## src/design/gsbs_pkg.sv

```systemverilog
// ----------------------------------------------------------------------------
// gsbs_pkg: shared constants and types for the glyph shadow spreader
// Grid limits, field widths, register indexes and the pipeline beat record.
// ----------------------------------------------------------------------------
`default_nettype none

package gsbs_pkg;

    localparam int MAX_GRID_WIDTH = 128;
    localparam int MAX_GRID_ROWS  = 256;
    localparam int SPREAD         = 4;
    localparam int SAT_MAX        = 255;

    localparam int COL_W      = $clog2(MAX_GRID_WIDTH);
    localparam int ROW_W      = $clog2(MAX_GRID_ROWS);
    localparam int SAMPLE_W   = 8;
    localparam int WIDTH_W    = 7;
    localparam int ROWS_W     = 8;
    localparam int CFG_IDX_W  = 2;
    localparam int CFG_DATA_W = 8;
    localparam int CSUM_W     = 12;
    localparam int TOTAL_W    = 14;
    localparam int WORD_W     = SPREAD * SAMPLE_W;
    localparam int SLOT_W     = $clog2(SPREAD);

    localparam int WIDTH_LIMIT = MAX_GRID_WIDTH - SPREAD;
    localparam int ROWS_LIMIT  = MAX_GRID_ROWS - SPREAD;

    localparam logic [WIDTH_W-1:0] WIDTH_RESET  = 7'd16;
    localparam logic [ROWS_W-1:0]  ROWS_RESET   = 8'd16;

    typedef enum logic [CFG_IDX_W-1:0] {
        CFG_BITMAP_WIDTH  = 2'd0,
        CFG_BITMAP_ROWS   = 2'd1,
        CFG_SHADOW_ENABLE = 2'd2
    } cfg_index_t;

    // one beat on its way from the line store read to the output register
    typedef struct packed {
        logic [SAMPLE_W-1:0] sample;
        logic [COL_W-1:0]    col;
        logic [SLOT_W-1:0]   slot;
        logic [SPREAD-1:0]   row_ok;
        logic                spread;
        logic                eor;
        logic                eoi;
    } beat_t;

endpackage

`default_nettype wire

```

## src/design/glyph_shadow_box_spread.sv

```systemverilog
// ----------------------------------------------------------------------------
// glyph_shadow_box_spread: 5x5 saturating box spread of a glyph coverage map
// Turns a raster stream of coverage samples into soft shadow pixels.
// ----------------------------------------------------------------------------
// Usage:
//   s_ channel: one coverage sample per beat, raster order over the grid.
//     In spread mode the grid is the bitmap grown by four columns and four
//     rows; samples outside the bitmap are taken as zero.
//   m_ channel: one pixel per input beat, tlast on the last pixel of a grid
//     row, tuser on the last pixel of the grid.
//   cfg_: register writes (width, rows, spread enable) restart the frame;
//     write only while the block is idle.
//   Path: a sample passes the beat register, then the output register.
//   Throughput: one beat per cycle while m_tready is high. The previous
//     four rows live in one line store word per column (four samples
//     packed), read when a beat is accepted and written back when it leaves
//     the second stage, so each column takes a single read-modify-write.
//   Reset: width and rows 16, spread on, frame at row 0, column 0. The line
//     store is not cleared; rows above the image are masked.
//   Stall: when m_tready is low the output register holds, the middle stage
//     keeps its read data, and s_tready drops once both are full.
// ----------------------------------------------------------------------------
`default_nettype none

module glyph_shadow_box_spread (
    input  wire logic                               aclk,
    input  wire logic                               aresetn,
    input  wire logic                               cfg_wr_en,
    input  wire logic [gsbs_pkg::CFG_IDX_W-1:0]     cfg_index,
    input  wire logic [gsbs_pkg::CFG_DATA_W-1:0]    cfg_wdata,
    input  wire logic                               s_tvalid,
    output logic                                    s_tready,
    input  wire logic [gsbs_pkg::SAMPLE_W-1:0]      s_tdata,   // [7:0] source_sample
    output logic                                    m_tvalid,
    input  wire logic                               m_tready,
    output logic [gsbs_pkg::SAMPLE_W-1:0]           m_tdata,   // [7:0] pixel_value
    output logic                                    m_tlast,   // end_of_row
    output logic                                    m_tuser    // [0] end_of_image
);

    localparam int COL_W    = gsbs_pkg::COL_W;
    localparam int ROW_W    = gsbs_pkg::ROW_W;
    localparam int SAMPLE_W = gsbs_pkg::SAMPLE_W;
    localparam int SPREAD   = gsbs_pkg::SPREAD;
    localparam int SLOT_W   = gsbs_pkg::SLOT_W;
    localparam int WORD_W   = gsbs_pkg::WORD_W;
    localparam int CSUM_W   = gsbs_pkg::CSUM_W;
    localparam int TOTAL_W  = gsbs_pkg::TOTAL_W;
    localparam int CMP_W    = 16;

    // configuration
    logic [gsbs_pkg::WIDTH_W-1:0] bitmap_width_reg;
    logic [gsbs_pkg::ROWS_W-1:0]  bitmap_rows_reg;
    logic                         shadow_enable_reg;
    logic                         cfg_hit;

    // effective sizes
    logic [COL_W-1:0] eff_width;
    logic [ROW_W-1:0] eff_rows;
    logic [COL_W-1:0] last_col;
    logic [ROW_W-1:0] last_row;
    logic [COL_W:0]   grid_width;
    logic [ROW_W:0]   grid_rows;

    // positions
    logic [COL_W-1:0] col_pos_reg, col_pos_next;
    logic [ROW_W-1:0] row_pos_reg, row_pos_next;

    // pipeline
    logic                 s_accept;
    logic                 b_go;
    logic                 b_valid_reg, b_valid_next;
    gsbs_pkg::beat_t      b_reg, b_next;
    logic                 a_eor, a_eoi;

    // line store: one word per column, four rows packed
    logic [WORD_W-1:0]    line_mem [gsbs_pkg::MAX_GRID_WIDTH];
    logic [WORD_W-1:0]    rd_word_reg;
    logic [WORD_W-1:0]    wr_word;

    // column sums of the four columns to the left
    logic [CSUM_W-1:0]    csum_reg  [SPREAD];
    logic [CSUM_W-1:0]    csum_next [SPREAD];
    logic [CSUM_W-1:0]    col_sum;
    logic [TOTAL_W-1:0]   total;
    logic [SAMPLE_W-1:0]  spread_pixel;

    // output register
    logic                 m_valid_reg, m_valid_next;
    logic [SAMPLE_W-1:0]  m_data_reg;
    logic                 m_last_reg;
    logic                 m_user_reg;

    assign cfg_hit = cfg_wr_en && (cfg_index == gsbs_pkg::CFG_BITMAP_WIDTH ||
                                   cfg_index == gsbs_pkg::CFG_BITMAP_ROWS ||
                                   cfg_index == gsbs_pkg::CFG_SHADOW_ENABLE);

    always_ff @(posedge aclk) begin
        if (!aresetn) begin
            bitmap_width_reg  <= gsbs_pkg::WIDTH_RESET;
            bitmap_rows_reg   <= gsbs_pkg::ROWS_RESET;
            shadow_enable_reg <= 1'b1;
        end else if (cfg_wr_en) begin
            unique case (cfg_index)
                gsbs_pkg::CFG_BITMAP_WIDTH: begin
                    bitmap_width_reg <= cfg_wdata[gsbs_pkg::WIDTH_W-1:0];
                end
                gsbs_pkg::CFG_BITMAP_ROWS: begin
                    bitmap_rows_reg <= cfg_wdata[gsbs_pkg::ROWS_W-1:0];
                end
                gsbs_pkg::CFG_SHADOW_ENABLE: begin
                    shadow_enable_reg <= cfg_wdata[0];
                end
                default: begin
                end
            endcase
        end
    end

    // clamp sizes to 1..limit
    always_comb begin
        if (bitmap_width_reg == '0) begin
            eff_width = COL_W'(1);
        end else if (CMP_W'(bitmap_width_reg) > CMP_W'(gsbs_pkg::WIDTH_LIMIT)) begin
            eff_width = COL_W'(gsbs_pkg::WIDTH_LIMIT);
        end else begin
            eff_width = COL_W'(bitmap_width_reg);
        end
        if (bitmap_rows_reg == '0) begin
            eff_rows = ROW_W'(1);
        end else if (CMP_W'(bitmap_rows_reg) > CMP_W'(gsbs_pkg::ROWS_LIMIT)) begin
            eff_rows = ROW_W'(gsbs_pkg::ROWS_LIMIT);
        end else begin
            eff_rows = ROW_W'(bitmap_rows_reg);
        end
        grid_width = {1'b0, eff_width} + (shadow_enable_reg ? (COL_W+1)'(SPREAD) : '0);
        grid_rows  = {1'b0, eff_rows} + (shadow_enable_reg ? (ROW_W+1)'(SPREAD) : '0);
        last_col   = COL_W'(grid_width - (COL_W+1)'(1));
        last_row   = ROW_W'(grid_rows - (ROW_W+1)'(1));
    end

    // handshake
    assign b_go     = b_valid_reg && (!m_valid_reg || m_tready);
    assign s_tready = !b_valid_reg || b_go;
    assign s_accept = s_tvalid && s_tready;

    // first stage: position, masking and line store read address
    always_comb begin
        a_eor = (col_pos_reg == last_col);
        a_eoi = a_eor && (row_pos_reg == last_row);

        col_pos_next = col_pos_reg;
        row_pos_next = row_pos_reg;
        if (s_accept) begin
            if (a_eor) begin
                col_pos_next = '0;
                row_pos_next = a_eoi ? '0 : row_pos_reg + ROW_W'(1);
            end else begin
                col_pos_next = col_pos_reg + COL_W'(1);
            end
        end
        if (cfg_hit) begin
            col_pos_next = '0;
            row_pos_next = '0;
        end

        b_next.sample = (col_pos_reg < eff_width && row_pos_reg < eff_rows) ?
                        s_tdata : '0;
        if (!shadow_enable_reg) begin
            b_next.sample = s_tdata;
        end
        b_next.col    = col_pos_reg;
        b_next.slot   = row_pos_reg[SLOT_W-1:0];
        for (int k = 0; k < SPREAD; k++) begin
            b_next.row_ok[k] = (row_pos_reg > ROW_W'(k));
        end
        b_next.spread = shadow_enable_reg;
        b_next.eor    = a_eor;
        b_next.eoi    = a_eoi;

        b_valid_next = b_valid_reg;
        if (s_accept) begin
            b_valid_next = 1'b1;
        end else if (b_go) begin
            b_valid_next = 1'b0;
        end
    end

    always_ff @(posedge aclk) begin
        if (!aresetn) begin
            col_pos_reg <= '0;
            row_pos_reg <= '0;
            b_valid_reg <= 1'b0;
        end else begin
            col_pos_reg <= col_pos_next;
            row_pos_reg <= row_pos_next;
            b_valid_reg <= b_valid_next;
        end
    end

    always_ff @(posedge aclk) begin
        if (s_accept) begin
            b_reg <= b_next;
        end
    end

    // line store: read on accept, write back from the second stage
    always_ff @(posedge aclk) begin
        if (s_accept && shadow_enable_reg) begin
            rd_word_reg <= line_mem[col_pos_reg];
        end
        if (b_go && b_reg.spread) begin
            line_mem[b_reg.col] <= wr_word;
        end
    end

    // second stage: column sum, window sum, saturation
    always_comb begin
        logic [SLOT_W-1:0] rslot;
        col_sum = CSUM_W'(b_reg.sample);
        for (int k = 0; k < SPREAD; k++) begin
            rslot = b_reg.slot - SLOT_W'(k + 1);
            if (b_reg.row_ok[k]) begin
                col_sum = col_sum + CSUM_W'(rd_word_reg[rslot*SAMPLE_W +: SAMPLE_W]);
            end
        end
        for (int j = 0; j < SPREAD; j++) begin
            wr_word[j*SAMPLE_W +: SAMPLE_W] = (b_reg.slot == SLOT_W'(j)) ?
                b_reg.sample : rd_word_reg[j*SAMPLE_W +: SAMPLE_W];
        end
        total = TOTAL_W'(col_sum);
        for (int j = 0; j < SPREAD; j++) begin
            total = total + TOTAL_W'(csum_reg[j]);
        end
        spread_pixel = (total > TOTAL_W'(gsbs_pkg::SAT_MAX)) ?
                       SAMPLE_W'(gsbs_pkg::SAT_MAX) : total[SAMPLE_W-1:0];

        for (int j = 0; j < SPREAD; j++) begin
            csum_next[j] = csum_reg[j];
        end
        if (b_go && b_reg.spread) begin
            csum_next[0] = col_sum;
            for (int j = 1; j < SPREAD; j++) begin
                csum_next[j] = csum_reg[j-1];
            end
        end
        // left edge of each row and frame restart see empty columns
        if ((b_go && b_reg.eor) || cfg_hit) begin
            for (int j = 0; j < SPREAD; j++) begin
                csum_next[j] = '0;
            end
        end

        m_valid_next = m_valid_reg;
        if (b_go) begin
            m_valid_next = 1'b1;
        end else if (m_tready) begin
            m_valid_next = 1'b0;
        end
    end

    always_ff @(posedge aclk) begin
        if (!aresetn) begin
            for (int j = 0; j < SPREAD; j++) begin
                csum_reg[j] <= '0;
            end
            m_valid_reg <= 1'b0;
        end else begin
            for (int j = 0; j < SPREAD; j++) begin
                csum_reg[j] <= csum_next[j];
            end
            m_valid_reg <= m_valid_next;
        end
    end

    always_ff @(posedge aclk) begin
        if (b_go) begin
            m_data_reg <= b_reg.spread ? spread_pixel : b_reg.sample;
            m_last_reg <= b_reg.eor;
            m_user_reg <= b_reg.eoi;
        end
    end

    assign m_tvalid = m_valid_reg;
    assign m_tdata  = m_data_reg;
    assign m_tlast  = m_last_reg;
    assign m_tuser  = m_user_reg;

endmodule

`default_nettype wire
```

## config.mk

```make
export PLATFORM = sky130hd
export DESIGN_NAME = glyph_shadow_box_spread
export DESIGN_NICKNAME = d
export VERILOG_FILES = /design/src/design/gsbs_pkg.sv /design/src/design/glyph_shadow_box_spread.sv
export SDC_FILE = /design/constraint.sdc
export NUM_CORES = 2
export LEC_CHECK = 0
export BUFFER_PORTS_ARGS = -buffer_cell sky130_fd_sc_hd__buf_2
export CORE_MARGIN = 1
export CORE_UTILIZATION = 56
export DETAILED_ROUTE_END_ITERATION = 6
export PLACE_DENSITY = 0.7
export SLEW_MARGIN = 10
export SYNTH_ARGS = -nofsm -noshare
export SYNTH_HDL_FRONTEND = slang
export SYNTH_MEMORY_MAX_BITS = 65536
export SYNTH_SLANG_ARGS = --single-unit
```

## constraint.sdc

```tcl
create_clock -name aclk -period 25.2 [get_ports aclk]
set_input_delay 0 -clock aclk [delete_from_list [all_inputs] [get_ports aclk]]
set_output_delay 0 -clock aclk [all_outputs]
set_load 0.01 [all_outputs]
```

==> out/metrics.cfg <==
[yosys]
yosys.area_share.adder_pct = 1.12
syn_area_per_cell_um2 = 23.6
ys_types = 72
ys_seq_area_share_pct = 76.2
ys_warn_count = 0
synth-xor-area-share_pct = 0.327
synth_compound_area_share_pct = 0.887
synth_edf_count = 4162
synthArstFlopShare_pct = 0
synthSimpleGateAreaFrac_pct = 1.21
ys.flop_type = edfxtp_1
synth_fp_nets = 7194
synth_cells = 7049
ys_seq_elements = 4243
synth_top_family_by_area = multiplexers
synth_mux_area_share_pct = 19.2
syn-cell-area_um2 = 166000

[die]
num_io_pins = 35
core_area_um2 = 295000
start_util_pct = 56.4
die-area_um2 = 299000
die_h_um = 547
die_w_um = 547
rows = 199

[finish]
multi_input_area_um2 = 38900
area_growth_pct = 12.3
regArea_um2 = 127000
fin_nets = 7577
largest_reg_flops = 4096
layout-drive-gt1-share_pct = 31.4
fillers = 18900

[pwr]
powerDensity_nw_per_um2 = 78.8
p_leak_nw = 56.4
vdd_drop_max_mv = 0.0615

[placed_design]
place_congestion = 0.831
hpwlAfterDp_mm = 223
pre_cts_ws_ps = 13900
portBuffers = 34

[clock_network]
cts_buffers = 417
clk_path_buf_depth = 4
cts_tree = built
clk_latency_ps = 970
cts.htree.levels = 5
clkSlewWorstSetupHoldPaths_ps = 60
cts-root-buf = clkbuf_16
cts.sinks = 4243

[route]
route.detailed.drc = 0
wl_mm = 415
wl_per_cell_um = 35.5
viasPerCell = 6.75
via_count = 79000
first_iter_violations = 12000
postRouteAntennaNets = 0
drtPass1Iterations = 5

[global_route]
grt_pass1_vias = 79500
grtUsageTotal_pct = 28.0
antenna_found_initial = 38
grt_overflow = 0
grt_max_degree = 142
grt_pass1_wl_mm = 588

[critical_path]
crit_required_ps = 25890
slowest_stage = ha_1
cp.arrival_ps = 12050
start_kind = flop
worst-path-max-fanout = 36
cp-end-kind = flop
crit_type = flop to flop
cpMostUsedCell = ha_1
cp_slowest_stage_delay_ps = 790

[flow_run]
maxCapViolCount = 0

[hold_path]
worstHoldPathType = input port to flop

[timing]
post-route-period-util_pct = 45.1
setup-tns-final_ps = 0
finalHoldViolCount = 0
layout_setup_ws_ps = 13840
rsz0062_at_grt = no
fmax_ghz = 0.0880
min_period_ps = 11360
slew_violations = 0
skew_ps = 53.5
tightest_slew_ps = 1270
setup_viol_count_final = 0
slew_headroom_pct = 15.2

[status]
run_status = finished clean

-- where the power goes --
| group | switching (mW) | internal [mW] |
|---|---|---|
| Combinational | 0.543 | 0.325 |
| Clock | 2.63 | 3.37 |
| Sequential | 0.0175 | 7.83 |
| Total | 3.19 | 11.5 |
-- metal layers --
layer	share of wire, %	track usage [%]	vias up
li1	-	-	30900
met1	39	41.3	42700
met2	47	43.4	4730
met3	11	5.57	662
met4	3.1	8.02	12
met5	0.019	0	-
-- repair_timing --
action / 4_1_cts / 5_1_grt
endpoints found under the hold margin: 106 / 0
resized for setup: 0 / 0
hold buffers: 56 / 0
buffers inserted: 0 / 0
-- final cells by class --
class,count,area share (%)
flip-flops and latches,4243,67.8
multi-input cells,2334,20.9
clock buffers,500,5.80
well taps,3919,2.63
repair buffers,324,1.39
clock inverters,258,1.24
inverters,112,0.225
diodes,13,0.0174
-- logic make-up after synthesis --
kind of cell	after synthesis
other	1
buffers and inverters	472
flip-flops	4243
adder cells (fa/ha/maj)	124
XOR/XNOR	62
AND/OR/NAND/NOR	454
multiplexers	1468
AO/OA/AOI/OAI	225
-- path summary, 6_finish.rpt --
kind | start | to | slack [ps] | cells after the start
hold / removal | cfg_wr_en | col_pos_reg[1] | 130 | 5
setup reg to reg | b_reg[7] | m_tdata[6] | 13840 | 40
setup / recovery | b_reg[7] | m_tdata[6] | 13840 | 40
hold reg to reg | csum_reg[0][45] | csum_reg[0][45] | 460 | 2
-- through the flow --
step / hold slack (ps) / power, mW / cell area (um^2) / util (%) / instances
3_5_place_dp: 257 / 8.86 / 173000 / 58.7 / 10900
5_1_grt: 138 / 15.1 / 187000 / 63.4 / 11700
3_3_place_gp: 244 / 8.83 / 173000 / 58.7 / 10900
2_1_floorplan: 128 / 8.56 / 166000 / - / 7049
6_report: 132 / 14.7 / 187000 / 63.4 / 11700
4_1_cts: 56.4 / 14.8 / 187000 / 63.4 / 11700
-- layout by cell type (no fill, tap or decap), types with 10 or more instances in the layout --
master / Yosys / layout
mux2i_1: 21 / 21
dfxtp_1: 81 / 74
nand2_1: 139 / 137
a21o_1: 21 / 21
mux4_2: 1371 / 1371
mux2_2: 76 / 44
dlygate4sd3_1: 0 / 56
and2_1: 13 / 12
clkbuf_1: 241 / 78
clkinv_2: 0 / 72
edfxtp_1: 4162 / 4162
xnor2_1: 35 / 35
o21a_1: 12 / 12
nor2b_1: 28 / 28
buf_2: 5 / 34
inv_1: 110 / 110
a211oi_1: 11 / 11
nor2_4: 0 / 129
clkbuf_16: 0 / 420
fa_1: 41 / 41
ha_1: 81 / 81
clkinvlp_4: 0 / 16
mux2_4: 0 / 32
nand3_1: 23 / 21
a21oi_1: 81 / 81
diode_2: 0 / 13
nor2_1: 195 / 66
o21ai_0: 42 / 42
nand4_1: 10 / 10
clkinv_1: 2 / 111
bufinv_16: 0 / 29
xor2_1: 27 / 27
nor3_1: 10 / 10
buf_4: 0 / 225
-- cells in the mapped netlist (11+ instances only) --
library cell | count | area (um^2)
o21ai_0 | 42 | 210
xnor2_1 | 35 | 307
mux2_2 | 76 | 856
inv_1 | 110 | 413
clkbuf_1 | 241 | 905
fa_1 | 41 | 821
ha_1 | 81 | 1010
buf_1 | 113 | 424
xor2_1 | 27 | 236
edfxtp_1 | 4162 | 125000
a211oi_1 | 11 | 82.6
mux2i_1 | 21 | 210
nor2_1 | 195 | 732
mux4_2 | 1371 | 30900
nand2_1 | 139 | 522
nand3_1 | 23 | 115
and2_1 | 13 | 81.3
a21oi_1 | 81 | 405
o21a_1 | 12 | 90.1
dfxtp_1 | 81 | 1620
nor2b_1 | 28 | 175
a21o_1 | 21 | 158
-- worst max-delay path: cells and delay by family, from the launching register on --
| kind | cells | cell delay, ps |
|---|---|---|
| fa+ha+maj | 12 | 5020 |
| flops | 1 | 320 |
| mux | 3 | 1010 |
| xor+xnor | 3 | 650 |
| simple gates | 6 | 1030 |
| compound gates | 11 | 2190 |
| buf+inv | 5 | 810 |
Power figures use the tool's default switching activity.
